<file path="src/design/cri_pkg.sv">
package cri_pkg;

    localparam int SAMPLE_BITS    = 8;
    localparam int FRAC_BITS      = 8;
    localparam int ROW_BITS       = 32;
    localparam int TAPS           = 4;
    localparam int GAIN_BITS      = 16;
    localparam int GAIN_FRAC      = 8;
    localparam int OFFSET_BITS    = 9;
    localparam int CFG_INDEX_BITS = 2;
    localparam int CFG_DATA_BITS  = 16;

    // Pipeline stages, in order of travel
    localparam int NUM_STAGES = 9;
    localparam int ST_SQR     = 0;
    localparam int ST_CUBE    = 1;
    localparam int ST_WGT     = 2;
    localparam int ST_YMUL    = 3;
    localparam int ST_YSUM    = 4;
    localparam int ST_XMUL    = 5;
    localparam int ST_XSUM    = 6;
    localparam int ST_GAIN    = 7;
    localparam int ST_OUT     = 8;

    // Datapath widths
    localparam int T2_W   = 2 * FRAC_BITS;
    localparam int T3_W   = 3 * FRAC_BITS;
    localparam int LIN_W  = FRAC_BITS + 1;
    localparam int QUAD_W = 2 * FRAC_BITS + 1;
    localparam int WGT_W  = 3 * FRAC_BITS + 3;
    localparam int COL_W  = SAMPLE_BITS + FRAC_BITS + 2;
    localparam int VAL_W  = SAMPLE_BITS + FRAC_BITS + 3;

    localparam logic [SAMPLE_BITS-1:0] SAMPLE_MAX = '1;

    typedef enum logic [CFG_INDEX_BITS-1:0] {
        REG_INTERP_MODE     = 2'd0,
        REG_CONTRAST_GAIN   = 2'd1,
        REG_CONTRAST_OFFSET = 2'd2
    } cfg_reg_t;

    typedef logic [SAMPLE_BITS-1:0]     sample_t;
    typedef sample_t [TAPS-1:0]         smp_row_t;
    typedef smp_row_t [TAPS-1:0]        smp_block_t;
    typedef logic [FRAC_BITS-1:0]       frac_t;
    typedef logic signed [WGT_W-1:0]    wgt_t;
    typedef wgt_t [TAPS-1:0]            wgt_vec_t;
    typedef logic [QUAD_W-1:0]          quad_t;
    typedef quad_t [TAPS-1:0]           quad_vec_t;
    typedef logic signed [VAL_W-1:0]    val_t;
    typedef logic [NUM_STAGES-1:0]      stage_vec_t;

    typedef struct packed {
        logic [ROW_BITS-1:0] samples_row0;
        logic [ROW_BITS-1:0] samples_row1;
        logic [ROW_BITS-1:0] samples_row2;
        logic [ROW_BITS-1:0] samples_row3;
        logic [7:0]          frac_x;
        logic [7:0]          frac_y;
    } in_item_t;

    typedef struct packed {
        logic [7:0] pixel_out;
        logic       clipped;
    } out_item_t;

    // Stage handshake between the pipeline control and the datapath
    typedef struct packed {
        stage_vec_t load;
    } pipe_ctl_t;

endpackage

</file>
<file path="src/design/cri_pipe_ctrl.sv">
module cri_pipe_ctrl
    import cri_pkg::*;
(
    input  logic      aclk,
    input  logic      aresetn,
    input  logic      s_valid,
    output logic      s_ready,
    output logic      m_valid,
    input  logic      m_ready,
    output pipe_ctl_t ctl
);

    stage_vec_t valid_reg;
    stage_vec_t valid_next;
    stage_vec_t load;

    // A stage loads when it is empty or its contents move on this cycle
    always_comb begin
        load[NUM_STAGES-1] = !valid_reg[NUM_STAGES-1] || m_ready;
        for (int k = NUM_STAGES - 2; k >= 0; k--) begin
            load[k] = !valid_reg[k] || load[k+1];
        end
    end

    always_comb begin
        valid_next[0] = load[0] ? s_valid : valid_reg[0];
        for (int k = 1; k < NUM_STAGES; k++) begin
            valid_next[k] = load[k] ? valid_reg[k-1] : valid_reg[k];
        end
    end

    always_ff @(posedge aclk) begin
        if (!aresetn) begin
            valid_reg <= '0;
        end else begin
            valid_reg <= valid_next;
        end
    end

    assign s_ready  = load[0];
    assign m_valid  = valid_reg[NUM_STAGES-1];
    assign ctl.load = load;

endmodule

</file>
<file path="config.mk">
export PLATFORM = sky130hd
export DESIGN_NAME = cri_pipe_ctrl
export DESIGN_NICKNAME = d
export VERILOG_FILES = /design/src/design/cri_pkg.sv /design/src/design/cri_pipe_ctrl.sv
export SDC_FILE = /design/constraint.sdc
export NUM_CORES = 1
export LEC_CHECK = 0
export ABC_AREA = 1
export CAP_MARGIN = 20
export CORE_AREA = 3 3 40 42
export DETAILED_ROUTE_END_ITERATION = 8
export DIE_AREA = 0 0 43 45
export DONT_BUFFER_PORTS = 1
export PLACE_DENSITY = 0.41
export SLEW_MARGIN = 0
export SYNTH_ARGS = -nofsm -noshare
export SYNTH_HDL_FRONTEND = slang
export SYNTH_SLANG_ARGS = --single-unit
</file>
<file path="constraint.sdc">
create_clock -name aclk -period 2.3 [get_ports aclk]
set_clock_uncertainty 0.1 [all_clocks]
set_input_delay 0.23 -clock aclk [delete_from_list [all_inputs] [get_ports aclk]]
set_output_delay 0.23 -clock aclk [all_outputs]
set_load 0.02 [all_outputs]
</file>
* Yosys cells after proc, flatten, opt, wreduce, memory -nomap -nowiden
Index checks and enable logic that the tools add are counted.
** Word-level totals
- Register bits :: 9
- Bits in latches :: 0
- Word-level logic and storage cells :: 27
- Memory bits (read-only) :: 0
- Input bits :: 4
- Memories kept :: 0
- Memory bits (writable) :: 0
** Cells by class
- Muxes and demuxes :: 0
- Divide/modulo/power cells :: 0
- Add/subtract/negate cells :: 0
- Reduce and logical (&&, ||, !) cells :: 18
- $lt $le $gt $ge :: 0
- Bitwise gates (word level) :: 0
- Multipliers :: 0
- Equality and inequality tests :: 0
- Shift operators :: 0
** Operators with widths (count)
- logical NOT 1 bit :: 9
- logical OR 1 bit :: 9

* Depth between registers and ports, before layout
- Word-level depth :: 10
- Gate-level depth with buffers :: 7

* Worst setup path after synthesis
Ideal clock, no wire load.
- Kind :: reg-to-output
- From :: register valid_reg[8]
- To :: output port ctl[0] (netlist bit)
- Required time :: 1.970 ns
- Path slack :: 0.451 ns
- Arrival time :: 1.519 ns
- Path buffers :: 1
- Stages on the path, launching flop included :: 7
- Cell sequence :: dfxtp_1 -> nand3_2 -> nor2_4 -> nand4_4 -> nor2_4 -> nand3_2 -> buf_4
** RTL lines
- start, declared :: line cri_pipe_ctrl.sv:13 : stage_vec_t valid_reg;
- start signal, assigned :: line cri_pipe_ctrl.sv:36 : valid_reg <= valid_next;
- end, declared :: line cri_pipe_ctrl.sv:10 : output pipe_ctl_t ctl

==> impl_metrics.toml <==
[power]
leakage_nw = 0.1523
vdd.ir_drop.worst_mv = 0.3331
p_per_area_mw_per_mm2 = 688.2

[global_route]
grt_pass1_wl_um = 1124
overflow = 0
grtUsageTotal = 0.08424
grt_max_degree = 9
grt_pass1_vias = 276
antenna_found_initial = 0

[yosys]
synth_top_family_by_area = "simple AND/OR/NAND/NOR gates"
yosysUniqueCellTypes = 12
synth_xor_area_frac = 0
synthAdderAreaFrac = 0
synthMuxAreaShare = 0
syn_nets = 45
yosysWarnings = 0
synth-seq-cells = 9
yosys-top-cells-area = "dfxtp_1, inv_1, a21oi_1"
yosysSeqAreaShare = 0.4948
synthSimpleGateAreaFrac = 0.2440
yosysTopAreaCell = "dfxtp_1"
synth-compound-area-share = 0.1168
synth_area_um2 = 364.1
synthCells = 41
synth_top_area_frac = 0.4948
syn_avg_cell_area_um2 = 8.880

[setup_path]
crit_path_end_kind = "output port"
slowest_delay_ns = 0.49
path_max_fanout = 4
cp.required_ns = 1.97
path_cells = "nand3_2, nor2_4, nand4_4, nor2_4, nand3_2"
crit_path_start_kind = "flip-flop"
crit_type = "flip-flop to output port"
crit_slowest_cell = "dfxtp_1"
critPathArrivalTime_ns = 1.78

[clock_network]
htree_levels = 1
cts_resized = 0
tritoncts = "done"
path_clk_slew_ns = 0.06
cts_made_buffers = 3
cts-root-buf = "clkbuf_4"
cts.sinks = 9
clkLatencyLatePin_ns = 0.26
cts_buffer_depth = 2

[final_layout]
instances_no_fill = 61
multiInputGateArea_um2 = 131.4
regArea_um2 = 180.2
syn_to_final_growth_pct = 15.81
final_layout_size_suffix_gt1_frac = 0.2174
diodes = 0
largest_reg_flops = 9
fin_nets = 51
fillers = 147
final_core_util = 0.3281

[placement]
hpwl_um = 518
routabilityCongestion = 0.6476
placed_cells = 55
io_buffers = 0

[timing]
hold_viol = 0
grt_setup_unrepaired = "no"
max_slew.worst_pin.slew_ns = 0.2936
maxSlewViolCount = 0
period_share = 0.9173
fin_tns_setup_ns = 0
slew_headroom = 0.8040
setup_violations = 0
timing.fmax_ghz = 0.4740
fin_crit_ns = 2.110

[detailed_routing]
route.vias.total = 268
drtIter0Drc = 0
routedWlPerCell_um = 10.84
post-route-drc-count = 0
dr.pass1.iters = 1
drt_wl_total_um = 661
postRouteAntennaNets = 0
vias_per_cell = 4.393

[floorplanning]
ioPinCount = 15
start_util = 0.2833
die_w_um = 43
rows = 13
die-area_mm2 = 0.001935
fp.dieH_um = 45
core_area_mm2 = 0.001285

[status]
outcome = "complete, no violations"

[job]
maxCapViolCount = 0

[min_path]
hold_class = "input port to flip-flop"
==> cell type report <==
| cell class | count | area share |
|---|---|---|
| Multi-Input combinational cell | 19 | 0.3116 |
| Inverter | 12 | 0.1068 |
| Sequential cell | 9 | 0.4273 |
| Tap cell | 15 | 0.04451 |
| Clock buffer | 4 | 0.06231 |
| Timing Repair Buffer | 2 | 0.04748 |
==> layer usage <==
metal | track usage | up-vias | share of wire
met5 | 0 | - | 0
met4 | 0.03614 | 0 | 0
met3 | 0.06773 | 0 | 0.12
met2 | 0.1557 | 14 | 0.55
met1 | 0.06295 | 119 | 0.33
li1 | - | 135 | -
==> power by group <==
group | switching (W) | total [W] | internal (W) | leakage [nW]
Combinational | 0.00000486 | 0.00000898 | 0.00000412 | 0.0642
Sequential | 0.00000196 | 0.000161 | 0.000159 | 0.0731
Clock | 0.0000538 | 0.000121 | 0.0000668 | 0.0150
Total | 0.0000606 | 0.000290 | 0.000230 | 0.152
==> worst paths after layout <==
path | to | from | slack, ns | cells past startpoint
worst max-delay path | s_ready | valid_reg[8] | 0.19 | 5
worst min-delay path | valid_reg[5] | aresetn | 0.14 | 2
worst max register to register | valid_reg[0] | valid_reg[8] | 0.40 | 6
worst min register to register | valid_reg[1] | valid_reg[0] | 0.37 | 2
==> Yosys cell counts <==
cell and instances:
dfxtp_1 9, nor2_1 2, inv_1 11, nor2_4 2, nand3_2 2, buf_4 1, nand4_4 1, o21a_1 1
a21oi_1 7, nand2_1 3, inv_2 1, nor2_2 1
==> worst max-delay path, delay by kind of cell (launching register included) <==
family | cells | cell delay, ns
and+or+nand+nor | 5 | 1.03
DFF | 1 | 0.49
==> per-stage QoR <==
step | power, W | setup slack [ns] | hold WS (ns) | cell area [µm²]
after floorplan | 0.0001689 | 0.4512 | 0.2476 | 364.1
after global placement | 0.0001700 | 0.4479 | 0.2534 | 375.4
after detailed placement | 0.0001704 | 0.3930 | 0.2537 | 375.4
after CTS | 0.0002976 | 0.1541 | 0.1401 | 421.7
after global routing | 0.0003056 | 0.07043 | 0.1428 | 421.7
final | 0.0002902 | 0.1903 | 0.1392 | 421.7
==> what timing repair did <==
item                                   in CTS  in global routing
buffers inserted                            0                  0
hold buffers                                2                  0
endpoints found under the hold margin       2                  0
setup endpoints to repair                   0                  0
==> logic make-up (layout without fill, tap and decap cells) <==
family                 after synthesis  in the layout
buffers and inverters               13             18
AOI/OAI and AO/OA                    8              8
and+or+nand+nor                     11             11
DFF                                  9              9
==> placed cells by master, fill, tap and decap left out <==
cell type      Yosys  routed
a21oi_1            7       7
clkbuf_1           0       1
clkbuf_4           0       3
dfxtp_1            9       9
dlygate4sd3_1      0       2
inv_1             11      11
inv_2              1       1
nand2_1            3       3
nand3_2            2       2
nand4_4            1       1
nor2_1             2       2
nor2_2             1       1
nor2_4             2       2
o21a_1             1       1
Note: power is estimated with default switching activity, not from simulation.
