### config.mk
export PLATFORM = sky130hd
export DESIGN_NAME = cri_contrast
export DESIGN_NICKNAME = d
export VERILOG_FILES = /design/src/design/cri_pkg.sv /design/src/design/cri_contrast.sv
export SDC_FILE = /design/constraint.sdc
export NUM_CORES = 1
export LEC_CHECK = 0
export BUFFER_PORTS_ARGS = -buffer_cell sky130_fd_sc_hd__buf_4
export CAP_MARGIN = 10
export CORE_ASPECT_RATIO = 1.4
export CORE_MARGIN = 2
export CORE_UTILIZATION = 40
export CTS_CLUSTER_DIAMETER = 40
export DETAILED_ROUTE_END_ITERATION = 10
export HOLD_SLACK_MARGIN = 0.05
export SLEW_MARGIN = 0
export SYNTH_ARGS = -nofsm -noshare
export SYNTH_HDL_FRONTEND = slang
export SYNTH_SLANG_ARGS = --single-unit
### constraint.sdc
create_clock -name aclk -period 15 [get_ports aclk]
set_input_delay 0.75 -clock aclk [delete_from_list [all_inputs] [get_ports aclk]]
set_output_delay 0.75 -clock aclk [all_outputs]
set_load 0.05 [all_outputs]
### src/design/cri_pkg.sv
package cri_pkg;

    localparam int SAMPLE_BITS    = 8;
    localparam int FRAC_BITS      = 8;
    localparam int ROW_BITS       = 32;
    localparam int TAPS           = 4;
    localparam int GAIN_BITS      = 16;
    localparam int GAIN_FRAC      = 8;
    localparam int OFFSET_BITS    = 9;
    localparam int CFG_INDEX_BITS = 2;
    localparam int CFG_DATA_BITS  = 16;

    // Pipeline stages, in order of travel
    localparam int NUM_STAGES = 9;
    localparam int ST_SQR     = 0;
    localparam int ST_CUBE    = 1;
    localparam int ST_WGT     = 2;
    localparam int ST_YMUL    = 3;
    localparam int ST_YSUM    = 4;
    localparam int ST_XMUL    = 5;
    localparam int ST_XSUM    = 6;
    localparam int ST_GAIN    = 7;
    localparam int ST_OUT     = 8;

    // Datapath widths
    localparam int T2_W   = 2 * FRAC_BITS;
    localparam int T3_W   = 3 * FRAC_BITS;
    localparam int LIN_W  = FRAC_BITS + 1;
    localparam int QUAD_W = 2 * FRAC_BITS + 1;
    localparam int WGT_W  = 3 * FRAC_BITS + 3;
    localparam int COL_W  = SAMPLE_BITS + FRAC_BITS + 2;
    localparam int VAL_W  = SAMPLE_BITS + FRAC_BITS + 3;

    localparam logic [SAMPLE_BITS-1:0] SAMPLE_MAX = '1;

    typedef enum logic [CFG_INDEX_BITS-1:0] {
        REG_INTERP_MODE     = 2'd0,
        REG_CONTRAST_GAIN   = 2'd1,
        REG_CONTRAST_OFFSET = 2'd2
    } cfg_reg_t;

    typedef logic [SAMPLE_BITS-1:0]     sample_t;
    typedef sample_t [TAPS-1:0]         smp_row_t;
    typedef smp_row_t [TAPS-1:0]        smp_block_t;
    typedef logic [FRAC_BITS-1:0]       frac_t;
    typedef logic signed [WGT_W-1:0]    wgt_t;
    typedef wgt_t [TAPS-1:0]            wgt_vec_t;
    typedef logic [QUAD_W-1:0]          quad_t;
    typedef quad_t [TAPS-1:0]           quad_vec_t;
    typedef logic signed [VAL_W-1:0]    val_t;
    typedef logic [NUM_STAGES-1:0]      stage_vec_t;

    typedef struct packed {
        logic [ROW_BITS-1:0] samples_row0;
        logic [ROW_BITS-1:0] samples_row1;
        logic [ROW_BITS-1:0] samples_row2;
        logic [ROW_BITS-1:0] samples_row3;
        logic [7:0]          frac_x;
        logic [7:0]          frac_y;
    } in_item_t;

    typedef struct packed {
        logic [7:0] pixel_out;
        logic       clipped;
    } out_item_t;

    // Stage handshake between the pipeline control and the datapath
    typedef struct packed {
        stage_vec_t load;
    } pipe_ctl_t;

endpackage

### src/design/cri_contrast.sv
module cri_contrast
    import cri_pkg::*;
(
    input  logic                          aclk,
    input  pipe_ctl_t                     ctl,
    input  val_t                          val,
    input  logic [GAIN_BITS-1:0]          contrast_gain,
    input  logic signed [OFFSET_BITS-1:0] contrast_offset,
    output out_item_t                     m_data
);

    localparam int GP_W  = GAIN_BITS + VAL_W + 1;
    localparam int SHIFT = GAIN_FRAC + FRAC_BITS;
    localparam int G_W   = GP_W - SHIFT + 1;

    logic signed [GP_W-1:0] gp8_reg;
    logic signed [G_W-1:0]  g;
    out_item_t              out_next;
    out_item_t              out_reg;

    always_ff @(posedge aclk) begin
        if (ctl.load[ST_GAIN]) begin
            gp8_reg <= GP_W'($signed({1'b0, contrast_gain})) * GP_W'(val);
        end
    end

    // Floor the scaled product, add the offset, saturate
    always_comb begin
        g = G_W'(gp8_reg >>> SHIFT) + G_W'(contrast_offset);
        out_next.clipped = 1'b0;
        if (g < 0) begin
            out_next.pixel_out = '0;
            out_next.clipped   = 1'b1;
        end else if (g > G_W'($signed({1'b0, SAMPLE_MAX}))) begin
            out_next.pixel_out = SAMPLE_MAX;
            out_next.clipped   = 1'b1;
        end else begin
            out_next.pixel_out = SAMPLE_BITS'(g);
        end
    end

    always_ff @(posedge aclk) begin
        if (ctl.load[ST_OUT]) begin
            out_reg <= out_next;
        end
    end

    assign m_data = out_reg;

endmodule

; ---- Yosys cells after proc, flatten, opt, wreduce, memory -nomap -nowiden
; Cells that the tools add are included.
[classes]
n_addsub = 1
mul = 1
magnitude_cmp = 2
muxes = 2
[ops]
columns = cell, count
row1 = 17-bit by 19-bit multiplier with 36-bit output, 1
row2 = 20-bit by 9-bit adder with 21-bit output, 1
row3 = "21-bit by 9-bit > comparator with 1-bit output, second input constant", 1
row4 = "21-bit by 1-bit < comparator with 1-bit output, second input constant", 1
row5 = 8-bit two-way mux, 1
row6 = 1-bit two-way mux, 1
[word_totals]
reg_bits = 45
in_bits = 54
out_inout_bits = 9

; ---- Logic depth before layout (Yosys ltp)
[depth]
depth_word = 3
ltp_mapped = 24
mapped_depth_nobuf = 23

; ---- Least setup slack after synthesis
; Ideal clock, no wire load.
[synth_path]
kind = input to register
start = in contrast_gain[2]
end = reg gp8_reg[34], data pin
t_arrival_ns = 6.404
required_ns = 14.742
setup_slack_ns = 8.338
stages = 21
n_path_buf = 2
path_cell_list = clkbuf_1 > clkbuf_1 > nand2_1 > fa_1 > fa_1 > fa_1 > inv_1 > fa_1 > fa_1 > inv_1 > fa_1 > inv_1 > ha_1 > o211ai_1 > nor2_1 > a221oi_1 > a31oi_1 > a221oi_1 > o21ai_0 > a21oi_1 > xnor2_1
[synth_between]
elab_chain_len = 1
[synth_rtl]
columns = element, line_no
row1 = start: declaration, cri_contrast.sv:7  ; input logic [GAIN_BITS-1:0] contrast_gain,
row2 = 17-bit by 19-bit multiplier with 36-bit output, cri_contrast.sv:23  ; gp8_reg <= GP_W'($signed({1'b0, contrast_gain})) * GP_W'(val);
row3 = end signal: assignment, cri_contrast.sv:23
row4 = end: declaration, cri_contrast.sv:16  ; logic signed [GP_W-1:0] gp8_reg;
; Every way passes these cells.
; A chain may end at the register's enable or synchronous reset.

; ---- Final worst setup path
[layout_path]
start = in val[8]
end = reg gp8_reg[34], data pin
[layout_between]
elab_chain_len = 1
[layout_rtl]
columns = element, line_no
row1 = start: declaration, cri_contrast.sv:6  ; input val_t val,
row2 = 17-bit by 19-bit multiplier with 36-bit output, cri_contrast.sv:23
; Every way passes these cells.

==> metrics.md <==
| Metric | Value |
|---|---|
| Outcome | `finished clean` |
| First drt pass iteration count | `5` |
| Max Clock Freq | `141.9 MHz` |
| Fin crit share | `0.4698` |
| Worst slew pin tran | `0.7439 ns` |
| Layout cells sized above 1 | `0.05237` |
| Die H | `between 200 and 250 µm` |
| Seq. cell area | `a little under 900 µm²` |
| GRT Total Usage | `0.1947` |
| Worst Path Arrival | `between 7 and 8 ns` |
| Antenna diodes | `0` |
| Layout Nets | `roughly 1900` |
| Area growth syn-to-layout | `6.764%` |
| Number of global-route vias before repair | `between 10000 and 15000` |
| RePlAce Congestion | `between 0.8 and 0.9` |
| Max-cap viol count | `0` |
| Non-filler cells, final | `approximately 1800` |
| Critical Path RT | `about 15 ns` |
| Filler cell count | `roughly 3200` |
| Grt total ovfl | `0` |
| Synth Warn # | `0` |
| Clock-pin slew on the worst setup and hold paths | `0.06 ns` |
| Reg2reg path depth | `10` |
| Crit-path max FO | `16` |
| Final hold violations | `0` |
| Cell Area, Synth | `roughly 0.013 mm²` |
| Antenna violations before repair | `0` |
| Core Area | `between 0.03 and 0.04 mm²` |
| Die Area | `around 0.034 mm²` |
| Final ANT Viol Nets | `0` |
| Crit Path Category | `in2reg` |
| Final Max Tran Viols | `0` |
| Clk Latency, worst-skew pair | `~0.28 ns` |
| Max reg flops | `20` |
| EDFF count, synth | `29` |
| Hold Path Cell Cnt | `1` |
| Setup TNS | `0 ns` |
| Post-synth cell types | `55` |
| Post-CTS Hold Buffers | `0` |
| I/O Buffers | `between 50 and 60` |
| CTS tree | `done` |
| Worst slew margin | `0.5005` |
| Net Count, Synth | `between 1500 and 2000` |
| RSZ-0062 raised after global routing | `no` |
| Final Skew | `0.01097 ns` |
| Min Tclk post-route | `7.047 ns` |
| Post-Synthesis Cells | `approximately 1400` |
| Final Routed Wirelength | `about 31000 µm` |
| Starting Density | `0.4038` |
| Pin count of the biggest net entering global routing | `21` |
| Area of the multi-input gates | `0.01053 mm²` |
| Routed vias | `between 9000 and 10000` |
| Detailed placement HPWL | `between 20000 and 25000 µm` |
| Synth Flop Type | `edfxtp_1` |
| Die X-Extent | `~160 µm` |
| CTS resizes | `0` |
| CTS root buffer | `clkbuf_16` |
| CTS max path bufs | `2` |
| H-Tree Depth | `2` |
| Post-CTS setup buffer count | `0` |
| Routed len/inst | `16.67 µm` |
| Fin util | `0.4311` |
| Critical Path Start Type | `primary input` |
| Critical Path End Type | `flop` |
| Avg Inst Size Synth | `9.152 µm²` |
| Endpoints failing setup | `0` |
| Worst hold path class | `in2reg` |
| Number of top-level pins | `between 60 and 70` |
| Post-synthesis async set-or-reset flop share | `0` |
| Initial drt markers | `between 300 and 400` |
| Rows | `78` |
| CTS Buf Count | `5` |
| DR DRC count | `0` |
| First-pass GRT wire length | `a little over 50000 µm` |
| Clock Sinks | `29` |
| Vias/cell | `around 5.1` |
| Register bit total from synthesis | `29` |
| Post-Place Cells | `about 1800` |
| Sequential area share after synthesis | `0.06696` |
[critical path: stages]
cell and delay (ns):
buf_4 0.20, and2_1 0.20, fa_1 0.53, inv_1 0.06
fa_1 0.48, fa_1 0.52, inv_1 0.06, fa_1 0.49
fa_1 0.49, inv_1 0.05, fa_1 0.47, inv_1 0.04
ha_1 0.23, a211oi_1 0.35, nand2_1 0.12, a221oi_1 0.46
a31oi_1 0.35, a221oi_1 0.60, o21ai_0 0.30, a21oi_1 0.23
xnor2_1 0.09
[through the flow]
stage | instance area [µm²] | hold WS, ns | setup WS (ns)
finish | 13880 | 0.7685 | 7.953
global route | 13880 | 0.7791 | 7.509
CTS | 13880 | 0.7720 | 7.791
detailed placement | 13720 | 0.7931 | 7.518
global placement | 13720 | 0.7743 | 7.560
floorplan | 13010 | 0.6978 | 8.338
[layout make-up]
class / count / share of cell area
Inverter: 376 / 0.1016
Clock inverter: 2 / 0.002523
Clock buffer: 5 / 0.009011
Multi-Input combinational cell: 965 / 0.7583
Sequential cell: 29 / 0.06272
Tap cell: 400 / 0.03605
Timing Repair Buffer: 55 / 0.02974
[final timing paths]
check	startpoint	end	slack [ns]
worst max-delay path	val[8]	gp8_reg[34]$_DFFE_PP_	7.95
worst min-delay path	ctl[8]	m_data[3]$_SDFFCE_PN0P_	0.77
worst max register to register	gp8_reg[16]$_DFFE_PP_	m_data[4]$_SDFFCE_PN0P_	11.56
worst min register to register	gp8_reg[16]$_DFFE_PP_	m_data[1]$_SDFFCE_PN0P_	0.78
[cell families (layout without fill, tap and decap cells)]
| logic type | Yosys count | count (layout) | synth area share |
|---|---|---|---|
| xor gates and xnor gates | 37 | 37 | 0.02492 |
| adders and majority gates | 415 | 415 | 0.5759 |
| muxes | 4 | 4 | 0.003175 |
| DFF | 29 | 29 | 0.06696 |
| AOI/OAI and AO/OA | 103 | 103 | 0.05465 |
| buffers and inverters | 427 | 438 | 0.1234 |
| and+or+nand+nor | 406 | 406 | 0.1510 |
[cells in the mapped netlist (2+ instances only)]
| cell type | n | share of area |
|---|---|---|
| mux2i_1 | 3 | 0.0023 |
| clkbuf_1 | 48 | 0.014 |
| a221oi_1 | 2 | 0.0013 |
| nand3_1 | 10 | 0.0038 |
| ha_1 | 109 | 0.10 |
| o21a_1 | 4 | 0.0023 |
| o21ai_0 | 16 | 0.0062 |
| fa_1 | 306 | 0.47 |
| xnor2_1 | 24 | 0.016 |
| a211oi_1 | 5 | 0.0029 |
| inv_1 | 376 | 0.11 |
| a21oi_1 | 32 | 0.012 |
| nor2_1 | 19 | 0.0055 |
| a21o_1 | 6 | 0.0035 |
| nor3_1 | 13 | 0.0050 |
| nand4_1 | 7 | 0.0034 |
| and2_1 | 122 | 0.059 |
| a31oi_1 | 6 | 0.0029 |
| xor2_1 | 13 | 0.0088 |
| nand4b_1 | 2 | 0.0013 |
| nand2b_1 | 3 | 0.0014 |
| o21bai_1 | 3 | 0.0017 |
| a41oi_1 | 6 | 0.0040 |
| or2_2 | 4 | 0.0019 |
| edfxtp_1 | 29 | 0.067 |
| nand2_1 | 209 | 0.060 |
| and3_1 | 8 | 0.0038 |
| o211ai_1 | 4 | 0.0023 |
| buf_2 | 2 | 0.00077 |
| nor2b_1 | 3 | 0.0014 |
| a2111oi_0 | 3 | 0.0020 |
[layout by cell type (no fill, tap or decap), drive strengths merged, types with 4 or more instances in the layout]
master and n:
clkbuf 5, and3 8, nand4 7, buf 55, o211ai 4, nor2 20, fa 306, a21o 7
xnor2 24, o21bai 4, nand3 10, a21oi 33, inv 376, a41oi 6, o21ai 17, edfxtp 29
and2 122, a211oi 6, xor2 13, nand2 209, nor3 13, or2 4, o21a 4, a2111oi 5
a31oi 6, ha 109
[layer usage]
layer / global-route usage / share of wire
met5: 0 / 0
met1: 0.2138 / 0.36
met3: 0.01653 / 0.038
met4: 0.06269 / 0.035
met2: 0.3872 / 0.57
Power is not shown: default switching activity piles up to over one toggle a cycle in this logic, so the estimate is an artifact.
