$ cat src/design/cri_pkg.sv
package cri_pkg;

    localparam int SAMPLE_BITS    = 8;
    localparam int FRAC_BITS      = 8;
    localparam int ROW_BITS       = 32;
    localparam int TAPS           = 4;
    localparam int GAIN_BITS      = 16;
    localparam int GAIN_FRAC      = 8;
    localparam int OFFSET_BITS    = 9;
    localparam int CFG_INDEX_BITS = 2;
    localparam int CFG_DATA_BITS  = 16;

    // Pipeline stages, in order of travel
    localparam int NUM_STAGES = 9;
    localparam int ST_SQR     = 0;
    localparam int ST_CUBE    = 1;
    localparam int ST_WGT     = 2;
    localparam int ST_YMUL    = 3;
    localparam int ST_YSUM    = 4;
    localparam int ST_XMUL    = 5;
    localparam int ST_XSUM    = 6;
    localparam int ST_GAIN    = 7;
    localparam int ST_OUT     = 8;

    // Datapath widths
    localparam int T2_W   = 2 * FRAC_BITS;
    localparam int T3_W   = 3 * FRAC_BITS;
    localparam int LIN_W  = FRAC_BITS + 1;
    localparam int QUAD_W = 2 * FRAC_BITS + 1;
    localparam int WGT_W  = 3 * FRAC_BITS + 3;
    localparam int COL_W  = SAMPLE_BITS + FRAC_BITS + 2;
    localparam int VAL_W  = SAMPLE_BITS + FRAC_BITS + 3;

    localparam logic [SAMPLE_BITS-1:0] SAMPLE_MAX = '1;

    typedef enum logic [CFG_INDEX_BITS-1:0] {
        REG_INTERP_MODE     = 2'd0,
        REG_CONTRAST_GAIN   = 2'd1,
        REG_CONTRAST_OFFSET = 2'd2
    } cfg_reg_t;

    typedef logic [SAMPLE_BITS-1:0]     sample_t;
    typedef sample_t [TAPS-1:0]         smp_row_t;
    typedef smp_row_t [TAPS-1:0]        smp_block_t;
    typedef logic [FRAC_BITS-1:0]       frac_t;
    typedef logic signed [WGT_W-1:0]    wgt_t;
    typedef wgt_t [TAPS-1:0]            wgt_vec_t;
    typedef logic [QUAD_W-1:0]          quad_t;
    typedef quad_t [TAPS-1:0]           quad_vec_t;
    typedef logic signed [VAL_W-1:0]    val_t;
    typedef logic [NUM_STAGES-1:0]      stage_vec_t;

    typedef struct packed {
        logic [ROW_BITS-1:0] samples_row0;
        logic [ROW_BITS-1:0] samples_row1;
        logic [ROW_BITS-1:0] samples_row2;
        logic [ROW_BITS-1:0] samples_row3;
        logic [7:0]          frac_x;
        logic [7:0]          frac_y;
    } in_item_t;

    typedef struct packed {
        logic [7:0] pixel_out;
        logic       clipped;
    } out_item_t;

    // Stage handshake between the pipeline control and the datapath
    typedef struct packed {
        stage_vec_t load;
    } pipe_ctl_t;

endpackage

$ cat src/design/cri_front.sv
module cri_front
    import cri_pkg::*;
(
    input  logic       aclk,
    input  pipe_ctl_t  ctl,
    input  in_item_t   in_data,
    output wgt_vec_t   wy,
    output wgt_vec_t   wx,
    output quad_vec_t  quad,
    output smp_block_t smp
);

    localparam logic [LIN_W-1:0] ONE_LIN = LIN_W'(1) << FRAC_BITS;

    // Catmull-Rom weights over 2*S^3, all in modulo WGT_W arithmetic
    function automatic wgt_vec_t cr_weights(frac_t t, logic [T2_W-1:0] t2,
                                            logic [T3_W-1:0] t3);
        wgt_t     st;
        wgt_t     st2;
        wgt_t     st3;
        wgt_t     one3;
        wgt_vec_t w;
        st   = {{(WGT_W-FRAC_BITS){1'b0}}, t};
        st2  = {{(WGT_W-T2_W){1'b0}}, t2};
        st3  = {{(WGT_W-T3_W){1'b0}}, t3};
        one3 = wgt_t'(1) <<< (3 * FRAC_BITS + 1);
        w[0] = (st2 <<< (FRAC_BITS + 1)) - (st <<< (2 * FRAC_BITS)) - st3;
        w[1] = one3 - ((st2 <<< (FRAC_BITS + 2)) + (st2 <<< FRAC_BITS))
             + ((st3 <<< 1) + st3);
        w[2] = (st <<< (2 * FRAC_BITS)) + (st2 <<< (FRAC_BITS + 2))
             - ((st3 <<< 1) + st3);
        w[3] = st3 - (st2 <<< FRAC_BITS);
        return w;
    endfunction

    frac_t             tx1_reg, ty1_reg, tx2_reg, ty2_reg;
    logic [T2_W-1:0]   txx1_reg, tyy1_reg, txx2_reg, tyy2_reg;
    logic [T3_W-1:0]   txxx2_reg, tyyy2_reg;
    logic [LIN_W-1:0]  lx0_reg, lx1_reg, ly0_reg, ly1_reg;
    quad_vec_t         quad2_reg, quad3_reg;
    smp_block_t        smp1_reg, smp2_reg, smp3_reg;
    wgt_vec_t          wy3_reg, wx3_reg;
    frac_t             tx, ty;
    smp_block_t        smp_in;

    assign tx = in_data.frac_x[FRAC_BITS-1:0];
    assign ty = in_data.frac_y[FRAC_BITS-1:0];

    assign smp_in[0] = smp_row_t'(in_data.samples_row0);
    assign smp_in[1] = smp_row_t'(in_data.samples_row1);
    assign smp_in[2] = smp_row_t'(in_data.samples_row2);
    assign smp_in[3] = smp_row_t'(in_data.samples_row3);

    // Squares and linear weights
    always_ff @(posedge aclk) begin
        if (ctl.load[ST_SQR]) begin
            tx1_reg  <= tx;
            ty1_reg  <= ty;
            txx1_reg <= T2_W'(tx) * T2_W'(tx);
            tyy1_reg <= T2_W'(ty) * T2_W'(ty);
            lx0_reg  <= ONE_LIN - LIN_W'(tx);
            lx1_reg  <= LIN_W'(tx);
            ly0_reg  <= ONE_LIN - LIN_W'(ty);
            ly1_reg  <= LIN_W'(ty);
            smp1_reg <= smp_in;
        end
    end

    // Cubes and bilinear corner products
    always_ff @(posedge aclk) begin
        if (ctl.load[ST_CUBE]) begin
            tx2_reg      <= tx1_reg;
            ty2_reg      <= ty1_reg;
            txx2_reg     <= txx1_reg;
            tyy2_reg     <= tyy1_reg;
            txxx2_reg    <= T3_W'(txx1_reg) * T3_W'(tx1_reg);
            tyyy2_reg    <= T3_W'(tyy1_reg) * T3_W'(ty1_reg);
            quad2_reg[0] <= QUAD_W'(ly0_reg) * QUAD_W'(lx0_reg);
            quad2_reg[1] <= QUAD_W'(ly0_reg) * QUAD_W'(lx1_reg);
            quad2_reg[2] <= QUAD_W'(ly1_reg) * QUAD_W'(lx0_reg);
            quad2_reg[3] <= QUAD_W'(ly1_reg) * QUAD_W'(lx1_reg);
            smp2_reg     <= smp1_reg;
        end
    end

    // Cubic weights
    always_ff @(posedge aclk) begin
        if (ctl.load[ST_WGT]) begin
            wy3_reg   <= cr_weights(ty2_reg, tyy2_reg, tyyy2_reg);
            wx3_reg   <= cr_weights(tx2_reg, txx2_reg, txxx2_reg);
            quad3_reg <= quad2_reg;
            smp3_reg  <= smp2_reg;
        end
    end

    assign wy   = wy3_reg;
    assign wx   = wx3_reg;
    assign quad = quad3_reg;
    assign smp  = smp3_reg;

endmodule

$ cat config.mk
export PLATFORM = sky130hd
export DESIGN_NAME = cri_front
export DESIGN_NICKNAME = d
export VERILOG_FILES = /design/src/design/cri_pkg.sv /design/src/design/cri_front.sv
export SDC_FILE = /design/constraint.sdc
export NUM_CORES = 2
export LEC_CHECK = 0
export BUFFER_PORTS_ARGS = -buffer_cell sky130_fd_sc_hd__buf_2
export CORE_UTILIZATION = 30
export CTS_CLUSTER_DIAMETER = 150
export DETAILED_ROUTE_END_ITERATION = 6
export GPL_ROUTABILITY_DRIVEN = 0
export PLACE_DENSITY = 0.47
export SYNTH_ARGS = -nofsm -noshare
export SYNTH_HDL_FRONTEND = slang
export SYNTH_SLANG_ARGS = --single-unit
$ cat constraint.sdc
create_clock -name aclk -period 4.95 [get_ports aclk]
set_input_delay 0.99 -clock aclk [delete_from_list [all_inputs] [get_ports aclk]]
set_output_delay 0.99 -clock aclk [all_outputs]
set_load 0.02 [all_outputs]
Yosys cells after proc, flatten, opt, wreduce, memory -nomap -nowiden
Index checks and enable logic that the tools add are counted.
Widths: inputs -> output; s select.
{"block": "totals", "ram_bits": 0, "input_bits": 154, "rom_bits": 0, "mem_count": 0, "register_bits": 898, "latchBits": 0}
{"block": "classes", "n_mux": 0, "n_eq_ne": 0, "addsub": 20, "bitwise_logic": 0, "reduce_logical": 0, "shifts": 0, "n_div": 0, "magnitude_cmp": 0, "n_mul": 8}
{"cell": "$add 24x26->27", "n": 2}
{"cell": "$add 26x24->27", "n": 2}
{"cell": "$add 27x27->27", "n": 2}
{"cell": "$sub 26x25->27", "n": 2}
{"cell": "$sub 27x27->27", "n": 2}
{"cell": "$sub 27x27->27 const A", "n": 2}
{"cell": "$add 25x24->26", "n": 2}
{"cell": "$sub 25x24->26", "n": 2}
{"cell": "$sub 24x24->25", "n": 2}
{"cell": "$mul 16x8->24", "n": 2}
{"cell": "$mul 8x8->16", "n": 3}
{"cell": "$sub 9x8->9 const A", "n": 2}
{"cell": "$mul 8x9->17", "n": 1}
{"cell": "$mul 9x8->17", "n": 1}
{"cell": "$mul 9x9->17", "n": 1}

Depth between registers and ports, before layout
{"block": "depth", "ltp_word": 3, "ltp_mapped": 23, "ltp_nobuf": 23}

Worst setup path before layout
Ideal clock, no wire load.
{"block": "synth_timing", "kind": "reg2reg", "from": "register tyyy2_reg[0]", "to": "register wy3_reg (netlist bit wy[53]), data pin", "path_buffers": 0, "arrival_time_ps": 5171, "period_less_slack_ps": 5432, "setup_time_ps": 261, "slack_ps": -482, "path_stages_with_launch": 22, "required_ps": 4689, "path_cell_list": "edfxtp_1 > ha_1 > inv_1 > fa_1 > nand2b_1 > a21o_1 > a211oi_1 > a311o_1 > o211ai_2 > or2b_1 > a21oi_1 > xnor2_1 > fa_1 > ha_1 > ha_1 > a21o_1 > a21o_1 > or3b_1 > o211a_1 > o21a_1 > o21a_1 > o311a_1"}
{"block": "synth_via", "elab_chain_len": 2}
{"item": "start: declaration", "line_no": "cri_front.sv:38", "rtl": "logic [T3_W-1:0] txxx2_reg, tyyy2_reg;"}
{"item": "start signal: assignment", "line_no": "cri_front.sv:77", "rtl": "tyyy2_reg <= T3_W'(tyy1_reg) * T3_W'(ty1_reg);"}
{"item": "$add 25x24->26", "line_no": "cri_front.sv:29", "rtl": "+ ((st3 <<< 1) + st3);"}
{"item": "$add 27x27->27", "line_no": "cri_front.sv:29"}
{"item": "end signal: assignment", "line_no": "cri_front.sv:89", "rtl": "wy3_reg <= cr_weights(ty2_reg, tyy2_reg, tyyy2_reg);"}
{"item": "end: declaration", "line_no": "cri_front.sv:42", "rtl": "wgt_vec_t wy3_reg, wx3_reg;"}
Every way passes these cells.
A chain may end at the register's enable or synchronous reset.

Final worst setup path
{"block": "layout_timing", "from": "register tyyy2_reg[1]", "to": "register wy3_reg (netlist bit wy[53]), data pin"}
Same word-level chain as after synthesis.

==> results.yml <==
floorplanning:
  rows: 161
  dieArea_um2: 195000
  coreArea_um2: 192000
  die_h_um: 442
  start_util_pct: 30.2
  io_pins: 566
  die_x_um: 442
route:
  antenna_left: 0
  dr.pass1.iters: 5
  viasPerCell: 4.46
  wl_per_cell_um: 17.4
  totalWireLength_um: 149000
  drtIter0Drc: 1561
  post-route-drc-count: 0
  num_vias: 38300
clock_network:
  cts-root-buf: "clkbuf_16"
  htree_levels: 3
  cts_buffer_depth: 3
  cts_num_sinks: 866
  cts-buffers-inserted: 100
  hold_buffers: 0
  cts_tree: "yes"
  path_clk_slew_ns: 0.06
  worstSkewPairLatency_ns: 0.77
timing:
  tns_ns: -3.04
  hold_viol: 0
  grt_setup_unrepaired: "true"
  fmax_mhz: 187
  worst_slack_ns: -0.396
  fin_hold_ws_ns: 0.341
  finClkSkew_ns: 0.0812
  min_period_over_period_pct: 108
  slew_viol_final: 0
  setup_violations: 14
  relSlewSlack_pct: 42.8
  worst_pin_slew_ns: 0.858
  period_minus_slack_ns: 5.35
global_route:
  grt_max_degree: 88
  antenna_found_initial: 13
  first_global_vias: 40000
  grt_pass1_wl_um: 231000
  grt.total_usage_pct: 15.1
  grt_overflow: 0
yosys:
  ys_seq_area_share_pct: 44.8
  synth_top_cell_by_area: "edfxtp_1"
  yosysWarningCount: 0
  synth-edff-count: 866
  syn_inst: 4785
  synthTopCellsByArea: "edfxtp_1, fa_1, ha_1"
  synthArstFlopShare_pct: 0
  ys_types: 93
  synth_area_um2: 58000
  synth_top_area_share_pct: 44.8
  synth.avg_cell_area_um2: 12.1
  synth-main-ff-cell: "edfxtp_1"
  ys_ff_latch: 866
critical_path:
  startpoint_type: "register"
  crit_type: "reg -> reg"
  required_ns: 5.41
  path_max_fanout: 3
  arrival_ns: 5.81
  endpoint_kind: "register"
layout:
  fin_nets: 7143
  design_area_um2: 73300
  area_delta_synth_final_pct: 26.3
  mostFrequentLayoutCell: "edfxtp_1"
  fillers: 18800
  drive_gt1_share_pct: 26.4
  most-common-layout-cells: "edfxtp_1, inv_1, buf_4, ha_1, buf_2"
outcome:
  status: "finished, violations left"
  violations: "setup timing"
min_path:
  hold_class: "reg -> reg"
flow_run:
  maxCapViolCount: 0
place:
  io_buffers: 558
  dpl_cell_area_um2: 68000
  dpl.hpwl_um: 118000
## synth_stat cells, types with 38 or more instances
master    instances
edfxtp_1        866
inv_1           640
ha_1            610
fa_1            401
nand2_1         333
and2_1          331
xnor2_1         259
nor2_1          179
a21oi_1         165
a21o_1          118
xor2_1          103
clkbuf_1         91
o21ai_0          89
nor3_1           62
nand3_1          51
o21bai_1         46
nor2b_1          39
nand2b_1         38
## repair_timing
item                                   4_1_cts  5_1_grt
gates cloned                                 1        3
setup endpoints to repair                   38       53
endpoints found under the hold margin        0        0
pin swaps                                   86      165
buffers inserted                            39       61
gates resized for setup                     83      192
## per-layer routing
layer	share of wire (%)	up-vias	GRT usage, %
met1	44	18800	19.1
met4	2.7	0	4.52
li1	-	18800	-
met5	0	-	0
met3	3.6	181	2.38
met2	50	573	26.5
## metrics by stage
stage	cells	worst slack (ns)	util (%)
after detailed placement	8308	-0.538	35.3
after global routing	8585	-0.585	38.1
after CTS	8526	-0.444	37.4
after global placement	8308	-0.569	35.3
after floorplan	4794	-0.338	-
final	8585	-0.396	38.1
## cells by family after synthesis
kind of cell / count (synthesis) / share of synthesized area [%]
and+or+nand+nor: 1135 / 9.95
adders and majority gates: 1011 / 27.0
DFF: 866 / 44.8
buffers and inverters: 752 / 4.98
AOI/OAI and AO/OA: 649 / 7.62
xor gates and xnor gates: 362 / 5.46
muxes: 8 / 0.194
other: 2 / 0.0129
## final timing paths
kind | from | to | slack, ns | cells past startpoint
max | tyyy2_reg[1] | wy[53] | -0.40 | 21
min | smp2_reg[32] | smp[32] | 0.34 | 0
max reg2reg | tyyy2_reg[1] | wy[53] | -0.40 | 21
min reg2reg | smp2_reg[32] | smp[32] | 0.34 | 0
## area by class of cell
| cell class | instances | area [um2] | share of cell area (%) |
|---|---|---|---|
| Timing Repair Buffer | 1194 | 7930 | 10.8 |
| Clock buffer | 111 | 2540 | 3.47 |
| Antenna cell | 3 | 7.51 | 0.0102 |
| Tap cell | 2526 | 3160 | 4.31 |
| Multi-Input combinational cell | 3176 | 30600 | 41.7 |
| Inverter | 640 | 2400 | 3.28 |
| Clock inverter | 69 | 732 | 0.998 |
| Sequential cell | 866 | 26000 | 35.5 |
## worst max-delay path, stage by stage, from the launching register on
cell,delay (ns)
edfxtp_1,0.38
ha_2,0.20
inv_2,0.04
fa_2,0.33
nand2b_4,0.15
a21o_4,0.22
a211oi_4,0.26
a311o_1,0.26
o211ai_2,0.14
or2b_1,0.20
a21oi_2,0.07
xnor2_2,0.21
fa_1,0.49
ha_4,0.30
ha_4,0.19
a21o_1,0.18
a21o_1,0.20
or3b_1,0.36
o211a_1,0.23
o21a_1,0.19
o21a_1,0.19
o311a_1,0.29
Power is left out: the tool's default activity adds up to more than one toggle a clock period on the data nets, which glitch-free logic cannot reach.
